--- src/hdl/assert_macros.svh ---
// Assertion macros shared by the stencil RTL.
`ifndef ASSERT_MACROS_SVH
`define ASSERT_MACROS_SVH

// Check a property on every rising edge outside reset.
`define STEN_ASSERT(label, clk, rstn, prop, msg) \
    label: assert property (@(posedge clk) disable iff (!rstn) prop) \
        else $error(msg);

// Check that a condition never holds outside reset.
`define STEN_ASSERT_NEVER(label, clk, rstn, cond, msg) \
    `STEN_ASSERT(label, clk, rstn, !(cond), msg)

`endif

--- src/hdl/sten_pkg.sv ---
// Types, constants and register codes of the 13-point stencil mean core.
package sten_pkg;

    localparam int DEF_MAX_ROWS     = 256;
    localparam int DEF_MAX_COLS     = 256;
    localparam int DEF_VECTOR_LANES = 8;

    localparam int SAMPLE_W    = 32;
    localparam int DEPTH_W     = 12;
    localparam int DIM_W       = 9;
    localparam int STRIDE_W    = 7;
    localparam int PLEN_W      = 18;
    localparam int ROW_IDX_W   = 8;
    localparam int COL_IDX_W   = 8;
    localparam int SUM_W       = 36;
    localparam int CFG_IDX_W   = 4;
    localparam int CFG_DATA_W  = 12;
    localparam int QUEUE_DEPTH = 4;

    // Register indexes of the configuration port
    localparam logic [CFG_IDX_W-1:0] REG_DEPTH_USED  = 4'd0;
    localparam logic [CFG_IDX_W-1:0] REG_ROWS_USED   = 4'd1;
    localparam logic [CFG_IDX_W-1:0] REG_COLS_USED   = 4'd2;
    localparam logic [CFG_IDX_W-1:0] REG_STEP_STRIDE = 4'd3;

    // Register reset values
    localparam logic [DEPTH_W-1:0]  RST_DEPTH_USED  = 12'd128;
    localparam logic [DIM_W-1:0]    RST_ROWS_USED   = 9'd256;
    localparam logic [DIM_W-1:0]    RST_COLS_USED   = 9'd256;
    localparam logic [STRIDE_W-1:0] RST_STEP_STRIDE = 7'd1;

    // floor(u / 13) = (u * DIV13_RECIP) >> DIV13_SHIFT for u below 2**36
    localparam logic [36:0]      DIV13_RECIP = 37'd84577817522;
    localparam int               DIV13_SHIFT = 40;
    // Offset that makes any 13-sample sum non-negative: 13 * 2**31
    localparam logic [SUM_W-1:0] SUM_BIAS    = 36'd27917287424;

    typedef struct packed {
        logic signed [SAMPLE_W-1:0] sample;
        logic                       volume_start;
    } in_item_t;

    typedef struct packed {
        logic signed [SAMPLE_W-1:0] mean_value;
        logic [DEPTH_W-1:0]         plane_index;
        logic [ROW_IDX_W-1:0]       row_index;
        logic [COL_IDX_W-1:0]       col_index;
    } out_item_t;

    // Effective geometry after clamping, plus delay lengths inputs
    typedef struct packed {
        logic [DEPTH_W-1:0]  depth;
        logic [DIM_W-1:0]    rows;
        logic [DIM_W-1:0]    cols;
        logic [STRIDE_W-1:0] stride;
        logic [DIM_W-1:0]    cols_c;
        logic [PLEN_W-1:0]   plane_len;
    } geom_t;

    typedef struct packed {
        logic [DEPTH_W-1:0]   k;
        logic [ROW_IDX_W-1:0] i;
        logic [COL_IDX_W-1:0] j;
    } coord_t;

    // Classified sample handed from the front to the back
    typedef struct packed {
        logic [SAMPLE_W-1:0] sample;
        logic                sel;
        coord_t              pos;
    } q_item_t;

endpackage

--- src/hdl/sten_queue.sv ---
// Short queue between the classifying front and the arithmetic back.
`include "assert_macros.svh"

module sten_queue #(
    parameter int DEPTH = sten_pkg::QUEUE_DEPTH
) (
    input  logic              aclk,
    input  logic              aresetn,
    input  logic              push,
    input  sten_pkg::q_item_t push_item,
    output logic              full,
    input  logic              pop,
    output logic              pop_valid,
    output sten_pkg::q_item_t pop_item
);
    import sten_pkg::*;

    localparam int PTR_W = (DEPTH > 1) ? $clog2(DEPTH) : 1;
    localparam int CNT_W = $clog2(DEPTH + 1);

    q_item_t            slot_reg [DEPTH];
    logic [PTR_W-1:0]   wr_reg, rd_reg;
    logic [CNT_W-1:0]   count_reg;
    logic               do_pop;

    assign full      = (32'(count_reg) == DEPTH);
    assign pop_valid = (count_reg != '0);
    assign pop_item  = slot_reg[rd_reg];
    assign do_pop    = pop && pop_valid;

    // Store pushed items
    always_ff @(posedge aclk) begin
        if (push) begin
            slot_reg[wr_reg] <= push_item;
        end
    end

    // Move pointers and occupancy
    always_ff @(posedge aclk) begin
        if (!aresetn) begin
            wr_reg    <= '0;
            rd_reg    <= '0;
            count_reg <= '0;
        end else begin
            if (push) begin
                wr_reg <= (32'(wr_reg) == DEPTH - 1) ? '0 : wr_reg + 1'b1;
            end
            if (do_pop) begin
                rd_reg <= (32'(rd_reg) == DEPTH - 1) ? '0 : rd_reg + 1'b1;
            end
            if (push && !do_pop) begin
                count_reg <= count_reg + 1'b1;
            end else if (do_pop && !push) begin
                count_reg <= count_reg - 1'b1;
            end
        end
    end

    `STEN_ASSERT_NEVER(a_no_push_when_full, aclk, aresetn, push && full, "push into full queue")

endmodule

--- config.mk ---
export PLATFORM = sky130hd
export DESIGN_NAME = sten_queue
export DESIGN_NICKNAME = d
export VERILOG_FILES = /design/src/hdl/sten_pkg.sv /design/src/hdl/sten_queue.sv
export VERILOG_INCLUDE_DIRS = /design/src /design/src/hdl
export SDC_FILE = /design/constraint.sdc
export NUM_CORES = 1
export LEC_CHECK = 0
export BUFFER_PORTS_ARGS = -buffer_cell sky130_fd_sc_hd__buf_4
export CORE_MARGIN = 5
export CORE_UTILIZATION = 35
export CTS_BUF_LIST = sky130_fd_sc_hd__clkbuf_16
export DETAILED_ROUTE_END_ITERATION = 12
export PLACE_DENSITY = 0.66
export SKIP_CTS_REPAIR_TIMING = 1
export SLEW_MARGIN = 20
export SYNTH_ARGS = -nofsm -noshare
export SYNTH_HDL_FRONTEND = slang
export SYNTH_SLANG_ARGS = --single-unit
--- constraint.sdc ---
create_clock -name aclk -period 2.2 [get_ports aclk]
set_input_delay 0.33 -clock aclk [delete_from_list [all_inputs] [get_ports aclk]]
set_output_delay 0.33 -clock aclk [all_outputs]
set_load 0.01 [all_outputs]
* Word-level counts from Yosys, hierarchy flattened
Memory sizes are Yosys's and may differ from the RTL's. A register that Yosys moved wholly into a read port is not among the register bits.
Index checks and enable logic that the tools add are counted.
** Word-level totals
- Register bits :: 7
- RAM bits :: 244
- Output and inout bits :: 63
- Memories kept :: 1
** Memory list
- slot_reg :: words 4, width 61, rd ports 1, clocked after Yosys merged registers in 1, wr ports 1, line sten_queue.sv:21 : q_item_t slot_reg [DEPTH];
** Operators by class
- Add/sub/neg operators :: 4
- Equal/unequal tests :: 3
- Mux-type cells :: 8
- Reduce and logical (&&, ||, !) cells :: 7
** Operator list (count)
- $mux W2 :: 4
- $mux W3 :: 2
- $add A2 B1 Y2 const B :: 2
- $eq A2 B2 Y1 const B :: 2
- $add A3 B1 Y3 const B :: 1
- $eq A3 B3 Y1 const B :: 1
- $logic_and A1 B1 Y1 :: 3
- $reduce_bool A3 Y1 :: 1
- $sub A3 B1 Y3 const B :: 1
- $logic_not A1 Y1 :: 2
- $mux W1 :: 2
- $reduce_bool A2 Y1 :: 1

* Depth between registers and ports, before layout
Gate-level depths: netlist (run 1).
- Depth after elaboration :: 5
- Gate-level depth with buffers :: 7

* Least setup slack after synthesis (run 1)
Ideal clock, no wire load.
- Path type :: flip-flop to flip-flop
- Start :: reg wr_reg[0]
- End :: mem slot_reg[3][0] (netlist bit), enable pin
- Arrival time :: 1.987 ns
- Data required time :: 1.775 ns
- Setup slack :: -0.212 ns
- Cell stages (with the launch flop) :: 3
- Buffers on the path :: 0
- Clock period less this slack :: 2.412 ns
- Path through :: dfxtp_1 > ha_1 > and2_1
** RTL lines
- start: declaration :: line sten_queue.sv:22 : logic [PTR_W-1:0] wr_reg, rd_reg;
- start signal: assignment :: line sten_queue.sv:46 : wr_reg <= (32'(wr_reg) == DEPTH - 1) ? '0 : wr_reg + 1'b1;
- end: declaration :: line sten_queue.sv:21
Straight into the memory's write port.

==> tab_implementation.tex, run 1 <==
\begin{tabular}{lr}
\hline
Metric & Value \\
\hline
\multicolumn{2}{l}{\textbf{Synth}} \\
\quad Number of warning messages in the yosys log & 0 \\
\quad Netlist cell types & 24 \\
\quad Share of Yosys cell area claimed by the top area cell type & 78.54\% \\
\quad Largest cells by area after synthesis & edfxtp\_1 79\%, mux4\_2 14\%, dfxtp\_1 1.9\% \\
\quad Synth cell count leaders & 244 x edfxtp\_1, 60 x mux4\_2, 9 x dfxtp\_1 \\
\quad Syn Inst Count & 365 \\
\quad Most numerous cell in the Yosys netlist & edfxtp\_1 \\
\quad Post-Synthesis Mean Instance Area & 25.56 um\^{}2 \\
\quad Post-synthesis sequential area ratio & 80.47\% \\
\quad Synth Cell Area & 9329 um\^{}2 \\
\quad Async set-reset flop share out of synthesis & 0\% \\
\quad Synthesized netlist net count & 437 \\
\quad Leading area contributor after synthesis & edfxtp\_1 \\
\quad Main synth FF type & edfxtp\_1 \\
\quad Count of flip-flops with a built-in enable after synthesis & 244 \\
\quad Register bit count reported by yosys & 253 \\
\multicolumn{2}{l}{\textbf{Timing}} \\
\quad Final-report max-slew violation count & 0 \\
\quad Slew HR & 70.70\% \\
\quad Share of the cycle needed by the critical path after routing & 102.2\% \\
\quad Post-Route Setup TNS & -0.4257 ns \\
\quad Slew at the pin with the worst max-slew slack & 0.4395 ns \\
\quad Final count of hold timing violations & 0 \\
\quad Worst-case clock skew & 0.005449 ns \\
\quad F\_max & 0.4448 GHz \\
\quad Setup violation total in the final timing report & 23 \\
\quad Min cycle time layout & 2.248 ns \\
\quad Setup slack after layout & -0.04829 ns \\
\quad Setup repair after global routing missed its margin & true \\
\multicolumn{2}{l}{\textbf{Pwr}} \\
\quad Maximum ir drop on the vdd rail & 821.1 uV \\
\quad LEAKAGE & 4.264 nW \\
\quad Power Density & 1055 nW/um\^{}2 \\
\quad Design Power & 13.13 mW \\
\multicolumn{2}{l}{\textbf{Placement}} \\
\quad Placed Cells & 826 \\
\quad Count of port buffers added during placement & 127 \\
\quad Placement-stage worst setup slack & 0.01102 ns \\
\quad Post-place instance area & 10740 um\^{}2 \\
\quad Total half-perimeter wirelength after legalization and detailed placement & 10.62 mm \\
\quad Final weighted congestion of routability-driven global placement & 0.6858 \\
\multicolumn{2}{l}{\textbf{Cells and area}} \\
\quad Net count reported at finish & 652 \\
\quad Area growth from synthesis to layout & 33.38\% \\
\quad Post-layout instance area & 12440 um\^{}2 \\
\quad ANT cells & 0 \\
\quad Non-filler instance count after layout & 935 \\
\quad Share of layout cells above drive strength 1 & 43.33\% \\
\quad Max reg flops & 244 \\
\multicolumn{2}{l}{\textbf{Routing}} \\
\quad Routed WL per cell & 19.00 um \\
\quad Total iterations of the first detailed-routing run & 4 \\
\quad Wire length on met2 & 9.230 mm \\
\quad Met3 wire length & 917 um \\
\quad Routed via count divided by cell count & 4.769 \\
\quad Post-route met1 wirelength & 7.264 mm \\
\quad Number of routed nets with antenna violations & 0 \\
\quad Number of DRC markers in iteration 0 & 187 \\
\quad Residual DRC count & 0 \\
\quad Total wire length & 17.77 mm \\
\quad Highest metal layer with signal wires & met4 \\
\quad Via Count & 4459 \\
\multicolumn{2}{l}{\textbf{Global routing}} \\
\quad Number of antenna violations at the first check in global routing & 0 \\
\quad Number of global-route vias before repair & 4744 \\
\quad Wire length of the first global-routing pass & 26.79 mm \\
\quad Aggregate global-route resource usage & 11.12\% \\
\quad GRT Residual Overflow & 0 \\
\quad Largest net degree at the start of global routing & 38 \\
\multicolumn{2}{l}{\textbf{Worst setup path}} \\
\quad Arrival time worst endpoint & 1.92 ns \\
\quad Data required time at the worst endpoint & 1.87 ns \\
\quad Worst reg2reg startpoint & count\_reg[1] \\
\quad FF-to-FF path depth & 7 \\
\quad Critical Path Source Type & flop \\
\quad Critical path type & reg2out \\
\quad Maximum fanout along the worst path & 13 \\
\quad Reg-to-reg setup timing slack & 0.09 ns \\
\quad Element type at the critical path end & output port \\
\quad Capture instance of the worst register-to-register path & count\_reg[2] \\
\multicolumn{2}{l}{\textbf{Clock tree}} \\
\quad Insertion delay of the later-clocked pin in the worst-skew pair & 0.51 ns \\
\quad Number of buffers inserted during clock tree synthesis & 27 \\
\quad Clock buffer depth & 3 \\
\quad Clock-pin slew reported for the worst setup and hold paths after clock tree synthesis & 0.06 ns \\
\quad CTS H-Tree Depth & 1 \\
\quad CTS root buffer & clkbuf\_16 \\
\quad Clk sink count & 253 \\
\quad Clock tree from TritonCTS & yes \\
\multicolumn{2}{l}{\textbf{Min path}} \\
\quad Hold worst-path end & slot\_reg[1][27] \\
\quad Worst hold path depth & 1 \\
\quad Startpoint of the worst hold path & push\_item[27] \\
\quad Min-Delay Path Class & in2reg \\
\multicolumn{2}{l}{\textbf{Floorplanning}} \\
\quad Starting density of the core & 35.70\% \\
\quad Number of top-level design ports & 128 \\
\quad Vertical die dimension & 173.3 um \\
\quad Area of the core region & 26130 um\^{}2 \\
\quad Die Wd & 173.3 um \\
\quad DIE AREA & 30020 um\^{}2 \\
\quad Number of cell rows & 59 \\
\multicolumn{2}{l}{\textbf{Status}} \\
\quad Failing checks & negative setup slack \\
\quad Run status & finished, violations left \\
\multicolumn{2}{l}{\textbf{Job}} \\
\quad Max-cap violations & 0 \\
\hline
\end{tabular}
==> kinds of logic (layout without fill, tap and decap cells) <==
group	Yosys count	in the layout	synth area share, %
AND/OR/NAND/NOR	17	17	1.019
XOR/XNOR	2	2	0.1878
flip-flops	253	253	80.47
adder cells (fa/ha/maj)	7	7	1.019
AO/OA/AOI/OAI	5	5	0.3219
buffers and inverters	17	252	1.891
multiplexers	64	64	15.09
==> critical path: stages, from the launching register on <==
cell     delay, ns
dfxtp_4       0.43
buf_16        0.17
buf_12        0.13
mux4_2        0.52
buf_6         0.14
==> area by class of cell <==
class | instances | area, um^2
repair buffers | 200 | 2024
inverters | 3 | 11.26
well taps | 335 | 419.2
clock inverters | 22 | 130.1
fillers | 2149 | 13690
clock buffers | 27 | 675.6
multi-input cells | 95 | 1668
flip-flops and latches | 253 | 7515
==> cells in the final DEF, fill, tap and decap left out, types with 3 or more instances in the layout <==
cell / count
nor2b_1: 3
clkbuf_16: 29
inv_1: 8
mux2i_1: 3
clkinv_1: 7
mux4_2: 61
edfxtp_1: 244
dlygate4sd3_1: 46
dfxtp_1: 7
buf_12: 8
o21ai_0: 3
buf_6: 62
clkinv_2: 6
buf_4: 80
ha_1: 5
and2_4: 4
==> power breakdown <==
group | switching (mW) | internal [mW] | leakage (nW) | total (mW)
clock network | 1.71 | 2.34 | 0.417 | 4.05
logic | 1.36 | 2.04 | 1.53 | 3.41
registers | 0.122 | 5.55 | 2.32 | 5.67
total | 3.20 | 9.93 | 4.26 | 13.1
==> through the flow <==
step	utilization [%]	hold WS, ns
after detailed placement	41.09	0.5319
final	47.62	0.02411
after floorplan	-	0.4289
after global placement	41.09	0.4907
after global routing	47.62	0.0005533
after CTS	44.18	-0.02050
==> routing by layer <==
metal  up-vias  GRT usage (%)
li1       1982              -
met1      2335          13.48
met2       110          19.86
met3        32          2.770
met4         0          2.993
met5         -              0
==> worst max path at each step <==
| stage | startpoint | end | slack [ns] | cells past startpoint |
|---|---|---|---|---|
| 2_1_floorplan | count_reg[0] | count_reg[2] | 0.10 | 7 |
| 3_3_place_gp | count_reg[0] | count_reg[2] | 0.20 | 7 |
| 3_5_place_dp | count_reg[0] | count_reg[2] | 0.01 | 7 |
| 4_1_cts | flop | pop_item[42] | -0.17 | 3 |
| 5_1_grt | flop | pop_item[34] | -0.13 | 4 |
| 6_report | flop | pop_item[2] | -0.05 | 4 |
Note: power is estimated with default switching activity, not from simulation.
==> inputs of run 2 (changes only) <==
--- a/config.mk
+++ b/config.mk
@@ -9,7 +9,6 @@
 export BUFFER_PORTS_ARGS = -buffer_cell sky130_fd_sc_hd__buf_4
 export CORE_MARGIN = 5
 export CORE_UTILIZATION = 35
-export CTS_BUF_LIST = sky130_fd_sc_hd__clkbuf_16
 export DETAILED_ROUTE_END_ITERATION = 12
 export PLACE_DENSITY = 0.66
 export SKIP_CTS_REPAIR_TIMING = 1
==> tab_implementation.tex, run 2 (same netlist as run 1, synthesis figures left out) <==
\begin{tabular}{lr}
\hline
Metric & Value \\
\hline
\multicolumn{2}{l}{\textbf{Cells and area}} \\
\quad Net count reported at finish & 652 (unchanged) \\
\quad Most common library cell in the layout ignoring fill and taps & edfxtp\_1 \\
\quad ANT cells & 0 (unchanged) \\
\quad Area growth from synthesis to layout & 33.38\% (unchanged) \\
\quad Register Area & 7515 um\^{}2 (unchanged) \\
\quad Utilization after layout & 47.62\% (unchanged) \\
\quad Share of layout cells above drive strength 1 & 43.33\% (unchanged) \\
\quad Post-layout instance area & 12440 um\^{}2 (unchanged) \\
\quad Filler cells & 2149 (unchanged) \\
\quad Footprint of the multi-input gates & 1668 um\^{}2 (unchanged) \\
\quad Max reg flops & 244 (unchanged) \\
\quad Top library cells by usage in the layout, fill and taps aside & 244 x edfxtp\_1, 80 x buf\_4, 62 x buf\_6 \\
\multicolumn{2}{l}{\textbf{Worst setup path}} \\
\quad Chain of cells forming the critical path & buf\_16 -> buf\_12 -> mux4\_2 -> buf\_6 \\
\quad Element type at the critical path end & output port \\
\quad Data required time at the worst endpoint & 1.87 ns (about the same) \\
\quad Arrival time worst endpoint & 1.92 ns (about the same) \\
\quad Critical path type & reg2out \\
\quad Highest cell delay on the worst timing path & 0.52 ns (about the same) \\
\quad Critical Path Source Type & flop \\
\quad Slowest CP cell & mux4\_2 \\
\quad Reg-to-reg setup timing slack & 0.09 ns (about the same) \\
\quad Maximum fanout along the worst path & 13 (unchanged) \\
\quad FF-to-FF path depth & 7 (unchanged) \\
\multicolumn{2}{l}{\textbf{Floorplanning}} \\
\quad Starting density of the core & 35.70\% (unchanged) \\
\quad Area of the core region & 26130 um\^{}2 (unchanged) \\
\quad DIE AREA & 30020 um\^{}2 (unchanged) \\
\quad Number of cell rows & 59 (unchanged) \\
\quad Vertical die dimension & 173.3 um (unchanged) \\
\quad Number of top-level design ports & 128 (unchanged) \\
\quad Die Wd & 173.3 um (unchanged) \\
\multicolumn{2}{l}{\textbf{Min path}} \\
\quad Worst hold path depth & 1 (unchanged) \\
\quad Min-Delay Path Class & in2reg \\
\multicolumn{2}{l}{\textbf{Routing}} \\
\quad Met3 wire length & 887 um (-3.3\%) \\
\quad Via Count & 4454 (-0.11\%) \\
\quad Wire length on met2 & 9.234 mm (about the same) \\
\quad Highest metal layer with signal wires & met4 \\
\quad Total wire length & 17.78 mm (about the same) \\
\quad Residual DRC count & 0 (unchanged) \\
\quad Routed via count divided by cell count & 4.764 (-0.11\%) \\
\quad Number of routed nets with antenna violations & 0 (unchanged) \\
\quad Routed WL per cell & 19.02 um (about the same) \\
\quad Number of DRC markers in iteration 0 & 219 (+17\%) \\
\quad Post-route met1 wirelength & 7.304 mm (+0.55\%) \\
\quad Total iterations of the first detailed-routing run & 4 (unchanged) \\
\multicolumn{2}{l}{\textbf{Clock tree}} \\
\quad Clock tree from TritonCTS & yes \\
\quad Number of buffers inserted during clock tree synthesis & 27 (unchanged) \\
\quad CTS H-Tree Depth & 1 (unchanged) \\
\quad CTS root buffer & clkbuf\_16 \\
\quad Insertion delay of the later-clocked pin in the worst-skew pair & 0.51 ns (about the same) \\
\quad Clk sink count & 253 (unchanged) \\
\quad Clock-pin slew reported for the worst setup and hold paths after clock tree synthesis & 0.06 ns (about the same) \\
\quad Clock buffer depth & 3 (unchanged) \\
\multicolumn{2}{l}{\textbf{Timing}} \\
\quad Setup repair after global routing missed its margin & true \\
\quad F\_max & 0.4445 GHz (about the same) \\
\quad Share of the cycle needed by the critical path after routing & 102.3\% (about the same) \\
\quad Worst-case clock skew & 0.005212 ns (-0.0002369 ns) \\
\quad Smallest hold slack & 0.02401 ns (-0.00009610 ns) \\
\quad Setup violation total in the final timing report & 23 (unchanged) \\
\quad Slew at the pin with the worst max-slew slack & 0.4412 ns (+0.001647 ns) \\
\quad Min cycle time layout & 2.250 ns (+0.001254 ns) \\
\quad Setup slack after layout & -0.04955 ns (-0.001254 ns) \\
\quad Final count of hold timing violations & 0 (unchanged) \\
\quad Post-Route Setup TNS & -0.4314 ns (-0.005678 ns) \\
\quad Final-report max-slew violation count & 0 (unchanged) \\
\quad Slew HR & 70.59\% (-0.11 points) \\
\multicolumn{2}{l}{\textbf{Global routing}} \\
\quad Number of global-route vias before repair & 4744 (unchanged) \\
\quad Number of antenna violations at the first check in global routing & 0 (unchanged) \\
\quad Wire length of the first global-routing pass & 26.79 mm (unchanged) \\
\quad GRT Residual Overflow & 0 (unchanged) \\
\quad Largest net degree at the start of global routing & 38 (unchanged) \\
\quad Aggregate global-route resource usage & 11.12\% (unchanged) \\
\multicolumn{2}{l}{\textbf{Job}} \\
\quad Max-cap violations & 0 (unchanged) \\
\multicolumn{2}{l}{\textbf{Pwr}} \\
\quad Power Density & 1057 nW/um\^{}2 (+0.15\%) \\
\quad Maximum ir drop on the vdd rail & 821.1 uV (about the same) \\
\quad Design Power & 13.15 mW (+0.15\%) \\
\quad LEAKAGE & 4.243 nW (-0.49\%) \\
\multicolumn{2}{l}{\textbf{Placement}} \\
\quad Post-place instance area & 10740 um\^{}2 (unchanged) \\
\quad Count of port buffers added during placement & 127 (unchanged) \\
\quad Final weighted congestion of routability-driven global placement & 0.6858 (unchanged) \\
\quad Total half-perimeter wirelength after legalization and detailed placement & 10.62 mm (unchanged) \\
\multicolumn{2}{l}{\textbf{Status}} \\
\quad Failing checks & negative setup slack \\
\quad Run status & finished, violations left \\
\hline
\end{tabular}
## run 2: changes by cell type in the layout (fill, tap and decap cells not counted)
| cell | before | now |
|---|---|---|
| inv_1 | 8 | 3 |
| clkbuf_1 | 0 | 5 |
## run 2: critical path, delay by kind of cell, from the launching register on
kind / cells / cell delay (ns)
mux: 1 / 0.52
buf+inv: 3 / 0.44
flops: 1 / 0.43
## run 2: final timing paths
check                startpoint         endpoint
setup reg to reg   count_reg[1]     count_reg[2]
hold / removal    push_item[27]  slot_reg[1][27]
hold reg to reg       wr_reg[1]        wr_reg[1]
setup / recovery           flop      pop_item[2]
## run 2: final cells by class
class / count / area share (%)
clock buffers: 32 / 5.581
flip-flops and latches: 253 / 60.39
repair buffers: 200 / 16.27
well taps: 335 / 3.369
multi-input cells: 95 / 13.40
clock inverters: 17 / 0.8949
inverters: 3 / 0.09050
## run 2: layer usage
metal	global-route usage (%)	vias up
met1	13.48	2334
li1	-	1982
met5	0	-
met3	2.770	32
met4	2.993	0
met2	19.86	106
## run 2: report_power, final
group / switching [mW] / total [mW] / leakage (nW) / internal [mW]
Clock: 1.71 / 4.07 / 0.396 / 2.36
Sequential: 0.122 / 5.67 / 2.32 / 5.55
Combinational: 1.36 / 3.40 / 1.53 / 2.04
Total: 3.19 / 13.2 / 4.24 / 9.96
## run 2: metrics by stage
step	setup WS [ns]	std cells
global route	-0.1252	935
finish	-0.04955	935
floorplan	0.1012	365
detailed placement	0.01102	826
global placement	0.2019	826
CTS	-0.1734	875
