==> src/hdl/assert_macros.svh <==
// Assertion macros shared by the stencil RTL.
`ifndef ASSERT_MACROS_SVH
`define ASSERT_MACROS_SVH

// Check a property on every rising edge outside reset.
`define STEN_ASSERT(label, clk, rstn, prop, msg) \
    label: assert property (@(posedge clk) disable iff (!rstn) prop) \
        else $error(msg);

// Check that a condition never holds outside reset.
`define STEN_ASSERT_NEVER(label, clk, rstn, cond, msg) \
    `STEN_ASSERT(label, clk, rstn, !(cond), msg)

`endif

==> src/hdl/sten_pkg.sv <==
// Types, constants and register codes of the 13-point stencil mean core.
package sten_pkg;

    localparam int DEF_MAX_ROWS     = 256;
    localparam int DEF_MAX_COLS     = 256;
    localparam int DEF_VECTOR_LANES = 8;

    localparam int SAMPLE_W    = 32;
    localparam int DEPTH_W     = 12;
    localparam int DIM_W       = 9;
    localparam int STRIDE_W    = 7;
    localparam int PLEN_W      = 18;
    localparam int ROW_IDX_W   = 8;
    localparam int COL_IDX_W   = 8;
    localparam int SUM_W       = 36;
    localparam int CFG_IDX_W   = 4;
    localparam int CFG_DATA_W  = 12;
    localparam int QUEUE_DEPTH = 4;

    // Register indexes of the configuration port
    localparam logic [CFG_IDX_W-1:0] REG_DEPTH_USED  = 4'd0;
    localparam logic [CFG_IDX_W-1:0] REG_ROWS_USED   = 4'd1;
    localparam logic [CFG_IDX_W-1:0] REG_COLS_USED   = 4'd2;
    localparam logic [CFG_IDX_W-1:0] REG_STEP_STRIDE = 4'd3;

    // Register reset values
    localparam logic [DEPTH_W-1:0]  RST_DEPTH_USED  = 12'd128;
    localparam logic [DIM_W-1:0]    RST_ROWS_USED   = 9'd256;
    localparam logic [DIM_W-1:0]    RST_COLS_USED   = 9'd256;
    localparam logic [STRIDE_W-1:0] RST_STEP_STRIDE = 7'd1;

    // floor(u / 13) = (u * DIV13_RECIP) >> DIV13_SHIFT for u below 2**36
    localparam logic [36:0]      DIV13_RECIP = 37'd84577817522;
    localparam int               DIV13_SHIFT = 40;
    // Offset that makes any 13-sample sum non-negative: 13 * 2**31
    localparam logic [SUM_W-1:0] SUM_BIAS    = 36'd27917287424;

    typedef struct packed {
        logic signed [SAMPLE_W-1:0] sample;
        logic                       volume_start;
    } in_item_t;

    typedef struct packed {
        logic signed [SAMPLE_W-1:0] mean_value;
        logic [DEPTH_W-1:0]         plane_index;
        logic [ROW_IDX_W-1:0]       row_index;
        logic [COL_IDX_W-1:0]       col_index;
    } out_item_t;

    // Effective geometry after clamping, plus delay lengths inputs
    typedef struct packed {
        logic [DEPTH_W-1:0]  depth;
        logic [DIM_W-1:0]    rows;
        logic [DIM_W-1:0]    cols;
        logic [STRIDE_W-1:0] stride;
        logic [DIM_W-1:0]    cols_c;
        logic [PLEN_W-1:0]   plane_len;
    } geom_t;

    typedef struct packed {
        logic [DEPTH_W-1:0]   k;
        logic [ROW_IDX_W-1:0] i;
        logic [COL_IDX_W-1:0] j;
    } coord_t;

    // Classified sample handed from the front to the back
    typedef struct packed {
        logic [SAMPLE_W-1:0] sample;
        logic                sel;
        coord_t              pos;
    } q_item_t;

endpackage

==> src/hdl/sten_front.sv <==
// Front end: position counters and centre selection for each incoming sample.
`include "assert_macros.svh"

module sten_front #(
    parameter int VECTOR_LANES = sten_pkg::DEF_VECTOR_LANES
) (
    input  logic               aclk,
    input  logic               aresetn,
    input  sten_pkg::in_item_t s_data,
    input  logic               s_valid,
    output logic               s_ready,
    input  sten_pkg::geom_t    geom,
    input  logic               q_full,
    output logic               push,
    output sten_pkg::q_item_t  push_item
);
    import sten_pkg::*;

    localparam int LANE_W = $clog2(VECTOR_LANES + 1);

    logic [DEPTH_W-1:0]  plane_reg, plane_next;
    logic [DIM_W-1:0]    row_reg, row_next;
    logic [DIM_W-1:0]    col_reg, col_next;
    logic [STRIDE_W-1:0] kph_reg, kph_next;
    logic [STRIDE_W-1:0] iph_reg, iph_next;
    logic [STRIDE_W-1:0] blk_reg, blk_next;
    logic [LANE_W-1:0]   lane_reg, lane_next;

    logic [DEPTH_W-1:0]  ka;
    logic [DIM_W-1:0]    ia, jc, im1;
    logic [DEPTH_W:0]    k_inc;
    logic [DIM_W:0]      i_inc, j_inc;
    logic [STRIDE_W-1:0] kph_inc, iph_inc, blk_inc;
    logic [LANE_W-1:0]   lane_inc;
    logic                col_wrap, row_wrap, plane_wrap;
    logic                k_ok, i_ok, j_ok;

    assign s_ready = !q_full;
    assign push    = s_valid && !q_full;

    // Locate the sample and step the counters
    always_comb begin
        ka = s_data.volume_start ? '0 : plane_reg;
        ia = s_data.volume_start ? '0 : row_reg;
        jc = s_data.volume_start ? '0 : col_reg;

        j_inc = {1'b0, jc} + 1'b1;
        i_inc = {1'b0, ia} + 1'b1;
        k_inc = {1'b0, ka} + 1'b1;

        col_wrap   = j_inc >= {1'b0, geom.cols};
        row_wrap   = col_wrap && (i_inc >= {1'b0, geom.rows});
        plane_wrap = row_wrap && (k_inc >= {1'b0, geom.depth});

        col_next   = col_wrap ? '0 : j_inc[DIM_W-1:0];
        row_next   = col_wrap ? (row_wrap ? '0 : i_inc[DIM_W-1:0]) : ia;
        plane_next = row_wrap ? (plane_wrap ? '0 : k_inc[DEPTH_W-1:0]) : ka;

        kph_inc  = kph_reg + 1'b1;
        iph_inc  = iph_reg + 1'b1;
        blk_inc  = blk_reg + 1'b1;
        lane_inc = lane_reg + 1'b1;

        // Plane phase starts at the first interior plane
        if (row_wrap && plane_next == DEPTH_W'(2)) begin
            kph_next = '0;
        end else if (row_wrap) begin
            kph_next = (kph_inc >= geom.stride) ? '0 : kph_inc;
        end else begin
            kph_next = kph_reg;
        end

        // Row phase starts at the first interior row
        if (col_wrap && row_next == DIM_W'(2)) begin
            iph_next = '0;
        end else if (col_wrap) begin
            iph_next = (iph_inc >= geom.stride) ? '0 : iph_inc;
        end else begin
            iph_next = iph_reg;
        end

        // Column lane and block phase start at column one
        if (col_next == DIM_W'(1)) begin
            lane_next = '0;
            blk_next  = '0;
        end else if (32'(lane_inc) >= VECTOR_LANES) begin
            lane_next = '0;
            blk_next  = (blk_inc >= geom.stride) ? '0 : blk_inc;
        end else begin
            lane_next = lane_inc;
            blk_next  = blk_reg;
        end

        // Centre lies one plane and one row behind the sample
        k_ok = (ka >= DEPTH_W'(2)) && (k_inc <= {1'b0, geom.depth}) && (kph_reg == '0);
        i_ok = (ia >= DIM_W'(2)) && (i_inc <= {1'b0, geom.rows}) && (iph_reg == '0);
        j_ok = (jc != '0) && (({1'b0, jc} + 2'd2) <= {1'b0, geom.cols}) && (blk_reg == '0);

        im1 = ia - 1'b1;
        push_item.sample = s_data.sample;
        push_item.sel    = k_ok && i_ok && j_ok;
        push_item.pos.k  = ka - 1'b1;
        push_item.pos.i  = im1[ROW_IDX_W-1:0];
        push_item.pos.j  = jc[COL_IDX_W-1:0];
    end

    // Advance the position on each accepted transaction
    always_ff @(posedge aclk) begin
        if (!aresetn) begin
            plane_reg <= '0;
            row_reg   <= '0;
            col_reg   <= '0;
            kph_reg   <= '0;
            iph_reg   <= '0;
            blk_reg   <= '0;
            lane_reg  <= '0;
        end else if (push) begin
            plane_reg <= plane_next;
            row_reg   <= row_next;
            col_reg   <= col_next;
            kph_reg   <= kph_next;
            iph_reg   <= iph_next;
            blk_reg   <= blk_next;
            lane_reg  <= lane_next;
        end
    end

    `STEN_ASSERT(a_sel_interior_plane, aclk, aresetn, (push && push_item.sel) |-> (push_item.pos.k != '0), "selected centre on plane zero")

endmodule

==> config.mk <==
export PLATFORM = sky130hd
export DESIGN_NAME = sten_front
export DESIGN_NICKNAME = d
export VERILOG_FILES = /design/src/hdl/sten_pkg.sv /design/src/hdl/sten_front.sv
export VERILOG_INCLUDE_DIRS = /design/src /design/src/hdl
export SDC_FILE = /design/constraint.sdc
export NUM_CORES = 1
export LEC_CHECK = 0
export BUFFER_PORTS_ARGS = -buffer_cell sky130_fd_sc_hd__buf_2
export CAP_MARGIN = 20
export CELL_PAD_IN_SITES_DETAIL_PLACEMENT = 0
export CELL_PAD_IN_SITES_GLOBAL_PLACEMENT = 2
export CORE_UTILIZATION = 32
export DETAILED_ROUTE_END_ITERATION = 12
export GPL_ROUTABILITY_DRIVEN = 0
export PLACE_DENSITY_LB_ADDON = 0.1
export SYNTH_ARGS = -nofsm -noshare
export SYNTH_HDL_FRONTEND = slang
export SYNTH_SLANG_ARGS = --single-unit
==> constraint.sdc <==
create_clock -name aclk -period 7.6 [get_ports aclk]
set_input_delay 1.52 -clock aclk [delete_from_list [all_inputs] [get_ports aclk]]
set_output_delay 1.52 -clock aclk [all_outputs]
set_load 0.01 [all_outputs]
# Yosys cells after proc, flatten, opt, wreduce, memory -nomap -nowiden
# Index checks and enable logic that the tools add are counted.
[word_totals]
ff_bits = 55
latchBits = 0
ram_bits = 0
mem_bits_ro = 0
memories = 0
[classes]
n_addsub = 10
multipliers = 0
div_mod_pow = 0
n_lt_le_gt_ge = 12
n_eq_ne = 3
shifts = 0
mux = 19
bitwise = 0
n_reduce_logical = 24
[ops]
columns = ["cell", "n"]
rows = [
  ["$mux 7", 9],
  ["$mux 9", 5],
  ["$mux 12", 3],
  ["$add 7x1->7 const B", 3],
  ["$ge 7x7->1", 3],
  ["$logic_not 7->1", 3],
  ["$add 9x1->10 const B", 2],
  ["$ge 10x9->1", 2],
  ["$le 10x9->1", 2],
  ["$add 12x1->13 const B", 1],
  ["$ge 13x12->1", 1],
  ["$le 13x12->1", 1],
  ["$logic_and 1x1->1", 13],
  ["$eq 12x2->1 const B", 1],
  ["$ge 12x2->1 const B", 1],
  ["$sub 12x1->12 const B", 1],
  ["$add 9x2->10 const B", 1],
  ["$eq 9x1->1 const B", 1],
  ["$eq 9x2->1 const B", 1],
  ["$ge 9x2->1 const B", 1],
  ["$reduce_bool 9->1", 1],
  ["$mux 4", 2],
  ["$sub 8x1->8 const B", 1],
  ["$reduce_and 2->1", 3],
  ["other kinds (4)", 6],
]

# Depth between registers and ports, before layout
# Gate-level depths: netlist of run 1.
[logic_depth]
depth_word = 11
mapped_depth = 20
mapped_depth_nobuf = 15

# Worst setup path after synthesis of run 1
# OpenSTA, ideal clock, no wires.
[synth_path]
kind = "in2out"
startpoint = "input s_data[0] (netlist bit)"
endpoint = "output push_item[28] (netlist bit)"
arrival_ns = 4.813
path_slack_ns = 1.267
cell_stages = 18
n_path_buf = 6
path_cell_list = "buf_4 buf_4 buf_2 buf_1 buf_1 nor2b_1 ha_1 clkbuf_1 nand2_1 xor2_1 nor2_1 ha_1 nand2_1 nor3_1 o21ai_0 a221oi_1 o2111ai_1 nor4_1"
[synth_rtl]
columns = ["element", "line", "text"]
rows = [
  ["start: declaration", "sten_front.sv:9", "input sten_pkg::in_item_t s_data,"],
  ["end: declaration", "sten_front.sv:15", "output sten_pkg::q_item_t push_item"],
]

==> summary.md, run 1 <==
| Metric | Value |
|---|---|
| Core Region | ~0.018 mm^2 |
| Vias in the first global route | between 5000 and 6000 |
| Unrepaired setup endpoints after global routing | no |
| Critical path launch point type | primary input |
| WP data required | ~6000 ps |
| First-pass GRT wire length | 27200 um |
| #FFs+latches synth | between 50 and 60 |
| Slew margin rel. | between 30% and 40% |
| Clock skew | around 8.3 ps |
| Die Wd | 137 um |
| Syn Inst Count | 776 |
| Final Slew Violations | 0 |
| Global-route met2 utilization | 32.3% |
| Clock transition at the registers of the reported paths | about 90 ps |
| Comb power frac | between 10% and 20% |
| Fmax achieved | ~0.15 GHz |
| PD cells | between 100 and 150 mW/mm^2 |
| Fin. Hold Viols | 0 |
| Most area-consuming cells after synthesis | dfxtp_1 19%, ha_1 16%, buf_4 4.8% |
| CTS Buf Count | 5 |
| # IOs | around 160 |
| Initial antenna violation count | 0 |
| MaxCap Viol Count | 0 |
| Top Usage Layer GRT | met2 |
| Mapped cell area | 0.00583 mm^2 |
| CTS max path bufs | 2 |
| Most common cell after layout, fill and taps aside | ha_1 |
| Met1 Use GR | 23.3% |
| Synthesis-to-finish area growth | 7.29% |
| Synth top area share | a little under a fifth |
| Latest clock arrival within the worst-skew pair | just over 300 ps |
| Drc violations | 0 |
| Vias/cell | ~5.4 |
| Worst Tran Pin Value | approximately 930 ps |
| CP Class | primary input to output port |
| Outcome | finished, final reports clean |
| # port buffers | 72 |
| Sw Pwr | 0.185 mW |
| Syn Nets | 950 |
| Wirelength, routed | ~17000 um |
| Layout cells sized above 1 | roughly 14% |
| Setup Buffers After CTS | 0 |
| H-tree levels | 2 |
| Final period util | between 80% and 90% |
| First-pass DRT Iterations | 6 |
| # hold bufs at CTS | 0 |
| Vias | about 5500 |
| Lkg Pwr | 2.84 nW |
| Die area | 0.0188 mm^2 |
| Reg power frac | a little under half |
| Max reg flops | 12 |
| Wire length per cell | approximately 17 um |
| Post-synth EDFFs | 0 |
| Hold depth | 2 |
| P_int | between 0.4 and 0.5 mW |
| Post-DRT Antenna Nets | 0 |
| Crit path arrival time | just under 5000 ps |
| FFs w/ async S/R, synth | 0% |
| Element type at the critical path end | output port |
| Commonest cells after routing, fill and taps aside | 73 x ha_1, 72 x buf_2, 69 x nand2_1 |
| Clock Sinks | 55 |
| Synth area leader | dfxtp_1 |
| Ant diodes | 0 |
| Total power | about 0.63 mW |
| FP Rows | just under 50 |
| Total gr overflow | 0 |
| TritonCTS clock tree | yes |
| Max VDD drop | about 84 uV |
| Root buffer cell | clkbuf_16 |
| Crit Path Max Fanout | 27 |
| Worst reg2reg path depth | 14 |
| GRT Resource Usage Total | between 10% and 20% |
| Final setup fails | 0 |
| Initial Utilization | between 30% and 40% |
| Clk pwr share | between 40% and 50% |
| Setup TNS | 0 ps |
| Synthesis warning total | 0 |
| Fillers | between 1500 and 2000 |
| Post_cts resized | 0 |
| Time the worst path needs with I/O delays and setup | roughly 6500 ps |
| Switching Fraction | between 20 and 30% |
| Die height | between 100 and 150 um |
| Synth unique cells | 73 |
| Met3 GRT Util | approximately 2.3% |
| Ys flop type | dfxtp_1 |
| Synth Area per Inst | ~7.5 um^2 |
| DP Wirelength | 13600 um |
| Initial DRC Count | approximately 210 |
| Worst min path class | flop to flop |
| Pin count of the biggest net entering global routing | 28 |
| Sequential share of the synthesized area | 18.9% |
| Post-layout nets | a little under 1000 |
## synthesized netlist by cell type (11+ instances only)
library cell,instances
a21o_1,13
a21oi_1,45
a22oi_1,14
buf_4,37
clkbuf_1,14
dfxtp_1,55
ha_1,73
inv_1,61
nand2_1,69
nand2b_1,15
nand3_1,49
nand4_1,12
nor2_1,58
nor2b_1,16
nor3_1,17
nor4_1,11
o21ai_0,25
xnor2_1,23
xor2_1,21
## final timing paths
kind,from,end,slack (ps)
setup / recovery,s_data[0],push_item[28],1120
hold / removal,lane_reg[1],lane_reg[1],480
setup reg to reg,col_reg[0],plane_reg[7],3160
hold reg to reg,lane_reg[1],lane_reg[1],480
## critical path, cell delays in order
cell and delay, ps:
buf_2 360, buf_4 400, and4b_1 260, and4_1 330
nand2_1 140, xor2_1 160, nor2_1 90, ha_1 300
a21o_1 160, a21oi_1 370, a22oi_1 290, nor4_1 380
buf_2 200
## power groups by stage
stage	combinational [mW]	clock, mW	sequential (mW)
after floorplan	0.0648	0	0.297
after global placement	0.0749	0	0.297
after detailed placement	0.0766	0	0.298
after CTS	0.0769	0.277	0.291
after global routing	0.0857	0.286	0.291
final	0.0758	0.265	0.291
## through the flow
step           worst slack [ps]  utilization, %  hold slack [ps]  cells  instance area (um^2)
3_3_place_gp               1120            34.1              457   1015                  6100
3_5_place_dp               1100            34.1              463   1015                  6100
5_1_grt                     775            35.0              507   1023                  6260
2_1_floorplan              1270               -              443    776                  5830
6_report                   1120            35.0              476   1023                  6260
4_1_cts                    1090            35.0              476   1023                  6260
## area by class of cell
| cell class | instances | area [um^2] | share of cell area (%) |
|---|---|---|---|
| multi-input cells | 590 | 4070 | 65.1 |
| flip-flops and latches | 55 | 1100 | 17.6 |
| repair buffers | 78 | 405 | 6.48 |
| well taps | 229 | 287 | 4.58 |
| inverters | 63 | 236 | 3.78 |
| clock buffers | 5 | 125 | 2.00 |
| clock inverters | 3 | 31.3 | 0.500 |
## layer usage
metal,vias to the layer above,share of wire (%)
li1,2732,-
met1,2606,46
met2,124,48
met4,0,2.7
met5,-,0
met3,43,3.7
## cell families (layout without fill, tap and decap cells)
kind of cell,count (synthesis),count (layout),share of synthesized area (%)
AO/OA/AOI/OAI,163,163,19.2
XOR/XNOR,44,44,6.61
multiplexers,9,9,1.63
flip-flops,55,55,18.9
adder cells (fa/ha/maj),73,73,15.7
AND/OR/NAND/NOR,301,301,26.7
buffers and inverters,131,149,11.3
Note: power is estimated with default switching activity, not from simulation.
==> run 2: changes to the inputs <==
Settings changed: CORE_UTILIZATION 32 to 30.
Clock period 7.6 ns to 6.2 ns, I/O delays scaled along.
==> run 2 against run 1 <==
Effect of this change: cell count grew 3.6%; sequential power up 22%; via count is 1.1% lower; flip-flop and latch count unchanged; routed wire length is 1.9% higher; clock-buffer cell count unchanged; register-to-register slack worse by 1300 ps; clock power rose by 18%; combinational power up 24%; global-route usage decreased by 0.71 points; cell area increased by 1.2%.
==> summary.md, run 2 (same netlist as run 1, synthesis figures left out) <==
| Metric | Value |
|---|---|
| Layout cells sized above 1 | 15.1% (+0.64 points) |
| GRT Resource Usage Total | 17.9% (-0.71 points) |
| Reg2Reg Setup Slack | 1890 ps (-1270 ps) |
| Outcome | finished, final reports clean |
| Slew margin rel. | 33.1% (-4.3 points) |
| Latest clock arrival within the worst-skew pair | 310 ps (about the same) |
| Max VDD drop | 99.5 uV (+18%) |
| Worst Tran Pin Value | 991 ps (+63.1 ps) |
| Final Slew Violations | 0 (unchanged) |
| Synthesis-to-finish area growth | 8.62% |
| Die Wd | 141 um (+3.2%) |
| Setup TNS | 0 ps (unchanged) |
| Setup Buffers After CTS | 0 (unchanged) |
| Initial DRC Count | 266 (+24%) |
| Clock Sinks | 55 (unchanged) |
| # port buffers | 72 (unchanged) |
| Clock transition at the registers of the reported paths | 80 ps (about the same) |
| Critical path launch point type | primary input |
| # IOs | 164 (unchanged) |
| Dpl ws | 486 ps (-618 ps) |
| Post-layout nets | 973 (+0.62%) |
| Post-DRT Antenna Nets | 0 (unchanged) |
| Final period util | 91.2% |
| # hold bufs at CTS | 0 (unchanged) |
| First-pass DRT Iterations | 4 (-2) |
| Vias/cell | 5.14 (-4.5%) |
| Placed Instances | 1052 (+3.6%) |
| TritonCTS clock tree | yes |
| RR Endpoint | plane_reg[6] |
| Worst reg2reg path depth | 13 (-1) |
| Final core occ | 33.5% (-1.4 points) |
| Final setup margin | 546 ps (-569 ps) |
| H-tree levels | 2 (unchanged) |
| CP Class | primary input to output port |
| Largest stage delay, worst path | 370 ps (-30 ps) |
| Total power | 0.763 mW (+21%) |
| Initial antenna violation count | 0 (unchanged) |
| Ant diodes | 0 (unchanged) |
| Non-Filler Instances | 1060 (+3.6%) |
| Vias | 5446 (-1.1%) |
| Worst path cell trace | buf_2 > clkinv_1 > nand2_1 > inv_1 > ha_1 > nand4_1 > nor4_2 > mux2i_1 > ha_1 > nand4_1 > nand3_1 > nor2_1 > a22oi_1 > nor4_1 > buf_2 |
| Vias in the first global route | 5304 (+3.0%) |
| Max reg flops | 12 (unchanged) |
| Time the worst path needs with I/O delays and setup | between 5000 and 6000 ps |
| Crit Path Max Fanout | 11 (-59%) |
| Clock skew | 7.36 ps (-0.978 ps) |
| Core Region | 0.0189 mm^2 (+5.5%) |
| Total gr overflow | 0 (unchanged) |
| Die area | 0.0200 mm^2 (+6.6%) |
| Worst min path class | flop to flop |
| MaxCap Viol Count | 0 (unchanged) |
| Wirelength, routed | 17600 um (+1.9%) |
| Root buffer cell | clkbuf_16 |
| Initial Utilization | 30.9% (-1.7 points) |
| Hold path start | lane_reg[1] |
| Element type at the critical path end | output port |
| First-pass GRT wire length | 28200 um (+3.7%) |
| Most common cell after layout, fill and taps aside | ha_1 |
| Crit path arrival time | 4410 ps (-550 ps) |
| Slowest CP cell | nor2_1 |
| Die height | 141 um (+3.2%) |
| RR Startpoint | plane_reg[0] |
| WP data required | 4960 ps (-1120 ps) |
| Hold depth | 2 (unchanged) |
| CTS Buf Count | 5 (unchanged) |
| Fmax achieved | around 0.18 GHz |
| Wire length per cell | 16.6 um (-1.7%) |
| Post_cts resized | 0 (unchanged) |
| Drc violations | 0 (unchanged) |
| DP Wirelength | 13800 um (+0.88%) |
| Fin. Hold Viols | 0 (unchanged) |
| Lkg Pwr | 2.86 nW (+0.81%) |
| Hold EP | lane_reg[1] |
| Commonest cells after routing, fill and taps aside | 73 x ha_1, 72 x buf_2, 69 x nand2_1 |
| CTS max path bufs | 2 (unchanged) |
| FP Rows | 50 (+2.0%) |
| Final setup fails | 0 (unchanged) |
| Unrepaired setup endpoints after global routing | no |
| PD cells | 120 mW/mm^2 (+19%) |
| Pin count of the biggest net entering global routing | 28 (unchanged) |
## run 2: through the flow
stage | instance area [um^2] | hold slack [ps]
6_report | 6340 | 481
5_1_grt | 6340 | 505
4_1_cts | 6340 | 483
3_5_place_dp | 6190 | 471
3_3_place_gp | 6190 | 458
2_1_floorplan | 5830 | 443
## run 2: cell type report
class	count	area (um^2)
sequential	55	1100
fill	2092	12600
timing repair buffer	84	450
multi-input combinational	590	4070
inverter	63	236
tap	260	325
clock buffer	5	125
clock inverter	3	25.0
## run 2: power by group
| group | leakage, nW | switching (mW) | total (mW) | internal [mW] |
|---|---|---|---|---|
| clock | 0.0708 | 0.158 | 0.312 | 0.154 |
| combinational | 2.35 | 0.0581 | 0.0941 | 0.0360 |
| sequential | 0.443 | 0.00221 | 0.356 | 0.354 |
## run 2: worst max-delay path: cells and delay by family
kind                     cells  cell delay (ps)
adder cells (fa/ha/maj)      2              520
AND/OR/NAND/NOR              7             1510
AO/OA/AOI/OAI                1              170
multiplexers                 1              350
buffers and inverters        4              640
## run 2: how the worst max path moves through the flow
stage / start / end / slack [ps] / depth (start not counted)
after floorplan: s_data[0] / push_item[28] / 430 / 18
after global placement: s_data[0] / push_item[28] / 530 / 15
after detailed placement: s_data[0] / push_item[28] / 490 / 15
after CTS: s_data[0] / push_item[28] / 480 / 15
after global routing: s_data[0] / push_item[28] / 210 / 15
final: s_data[0] / push_item[28] / 550 / 15
## run 2: routing by layer
metal | track usage [%] | wire length (um) | up-vias | share of wire [%]
li1 | - | - | 2752 | -
met1 | 23.7 | 8430 | 2548 | 48
met4 | 6.34 | 456 | 0 | 2.6
met2 | 29.6 | 8060 | 110 | 46
met3 | 2.67 | 657 | 36 | 3.7
met5 | 0 | 0 | - | 0
==> run 3: changes to the inputs <==
Settings changed: CORE_MARGIN from default to 2, MAX_ROUTING_LAYER from default to met4.
==> run 3 against run 2 <==
Effect of this change: routed wire length up 1.4%; cell area up 0.18%; cell count is 0.57% higher; die area increased by 2.8%; power is 0.90% lower; worst setup slack better by 12 ps; first-iteration DRC count decreased by 4.5%; worst hold slack got worse by 5.1 ps; maximum frequency rose by 0.21%; register-to-register slack improved by 20 ps; largest power group unchanged.
==> summary.md, run 3 (same netlist as run 1, synthesis figures left out) <==
| Metric | Value |
|---|---|
| Fin. Hold Viols | 0 (unchanged) |
| First-pass GRT wire length | 28700 um (+1.7%) |
| Post_cts resized | 0 (unchanged) |
| CP endpoint | push_item[28] |
| # hold bufs at CTS | 0 (unchanged) |
| Crit path arrival time | 4400 ps (about the same) |
| First-pass DRT Iterations | 5 (+1) |
| Die Wd | 143 um (+1.4%) |
| Slew margin rel. | 34.5% (+1.4 points) |
| PD cells | 119 mW/mm^2 (-1.1%) |
| Clock transition at the registers of the reported paths | 80 ps (about the same) |
| Post-layout nets | 974 (+0.10%) |
| Final setup margin | 558 ps (+11.6 ps) |
| CP Class | primary input to output port |
| MaxCap Viol Count | 0 (unchanged) |
| Fillers | 2139 (+2.2%) |
| Vias in the first global route | 5412 (+2.0%) |
| Wirelength, routed | 17800 um (+1.4%) |
| Worst min path class | flop to flop |
| Layout cells sized above 1 | 15.2% (+0.11 points) |
| Time the worst path needs with I/O delays and setup | 5640 ps (-11.6 ps) |
| Die height | 143 um (+1.4%) |
| Final setup fails | 0 (unchanged) |
| TritonCTS clock tree | yes |
| Wire length per cell | 16.7 um (+0.86%) |
| Latest clock arrival within the worst-skew pair | 310 ps (about the same) |
| Synthesis-to-finish area growth | 8.82% |
| Critical path launch point type | primary input |
| Vias | 5475 (+0.53%) |
| Outcome | finished, final reports clean |
| Crit Path Max Fanout | 13 (+2) |
| Unrepaired setup endpoints after global routing | no |
| Setup TNS | 0 ps (unchanged) |
| Final Slew Violations | 0 (unchanged) |
| Worst Tran Pin Value | 970 ps (-21.3 ps) |
| Most common cell after layout, fill and taps aside | ha_1 |
| Setup Buffers After CTS | 0 (unchanged) |
| Pin count of the biggest net entering global routing | 28 (unchanged) |
| Final period util | 91.0% (-0.19 points) |
| Clock Sinks | 55 (unchanged) |
| FP Rows | 51 (+2.0%) |
| Crit path from | s_data[0] |
| Clock skew | 13.5 ps (+6.19 ps) |
| DP Wirelength | 14000 um (+2.0%) |
| H-tree levels | 2 (unchanged) |
| RR Startpoint | plane_reg[0] |
| Vias/cell | 5.14 (about the same) |
| Commonest cells after routing, fill and taps aside | 73 x ha_1, 72 x buf_2, 69 x nand2_1 |
| Placed Instances | 1058 (+0.57%) |
| # IOs | 164 (unchanged) |
| Max VDD drop | 118 uV (+19%) |
| # port buffers | 72 (unchanged) |
| Initial DRC Count | 254 (-4.5%) |
| Initial antenna violation count | 0 (unchanged) |
| Reg2Reg Setup Slack | 1910 ps (+20 ps) |
| Root buffer cell | clkbuf_16 |
| GRT Resource Usage Total | 18.2% (+0.29 points) |
| Lkg Pwr | 2.87 nW (+0.26%) |
| Ant diodes | 0 (unchanged) |
| CTS max path bufs | 2 (unchanged) |
| Total power | 0.756 mW (-0.90%) |
| Fmax achieved | 0.177 GHz (+0.21%) |
| Core Region | 0.0193 mm^2 (+2.0%) |
| Element type at the critical path end | output port |
| Die area | 0.0206 mm^2 (+2.8%) |
| RR Endpoint | plane_reg[6] |
| Initial Utilization | 30.3% (-0.61 points) |
| Worst reg2reg path depth | 13 (unchanged) |
| Drc violations | 0 (unchanged) |
| WP data required | 4960 ps (about the same) |
| Max reg flops | 12 (unchanged) |
| Post-DRT Antenna Nets | 0 (unchanged) |
| Non-Filler Instances | 1066 (+0.57%) |
| Total gr overflow | 0 (unchanged) |
| Dpl ws | 508 ps (+21.6 ps) |
| CTS Buf Count | 5 (unchanged) |
==> run 3: cell types whose count changed in the layout (fill, tap and decap cells not counted) <==
cell	before	now
clkinv_2	0	1
clkinvlp_4	1	0
clkinv_4	0	1
inv_6	2	1
buf_4	12	13
==> run 3: area by class of cell <==
cell class                      instances  area (um^2)  area share (%)
Clock buffer                            5          125            1.97
Multi-Input combinational cell        590         4070            64.2
Tap cell                              265          332            5.22
Inverter                               63          236            3.73
Timing Repair Buffer                   85          458            7.21
Clock inverter                          3         22.5           0.355
Sequential cell                        55         1100            17.3
==> run 3: worst max-delay path, cell delays in order <==
cell	delay [ps]
buf_2	200
and4b_1	320
and4_1	420
nand2_1	120
xor2_1	160
nor2_1	190
ha_1	270
a21o_1	150
a21oi_1	370
a22oi_1	290
nor4_1	450
buf_2	210
==> run 3: metrics by stage <==
stage	hold WS, ps	util, %	area (um^2)
finish	476	32.9	6350
global route	515	32.9	6350
CTS	483	32.9	6350
detailed placement	470	32.2	6200
global placement	458	32.2	6200
floorplan	443	-	5830
==> run 3: worst min path at each step <==
stage | depth (start not counted) | from | end | slack [ps]
4_1_cts | 2 | lane_reg[1] | lane_reg[1] | 480
5_1_grt | 2 | lane_reg[1] | lane_reg[1] | 520
6_report | 2 | lane_reg[1] | lane_reg[1] | 480
3_3_place_gp | 2 | lane_reg[1] | lane_reg[1] | 460
3_5_place_dp | 2 | lane_reg[1] | lane_reg[1] | 470
2_1_floorplan | 2 | iph_reg[6] | iph_reg[6] | 440
==> run 3: per-layer routing <==
layer / track usage (%) / routed length (um) / share of wire, %
met2: 31.0 / 8590 / 48
met3: 2.43 / 739 / 4.1
met5: - / 0 / 0
met4: 5.57 / 382 / 2.1
met1: 22.5 / 8130 / 46
==> run 3: where the power goes <==
part / internal, mW / leakage (nW) / total [mW] / switching (mW)
Clock: 0.152 / 0.0742 / 0.305 / 0.153
Combinational: 0.0359 / 2.35 / 0.0941 / 0.0583
Sequential: 0.354 / 0.443 / 0.356 / 0.00217
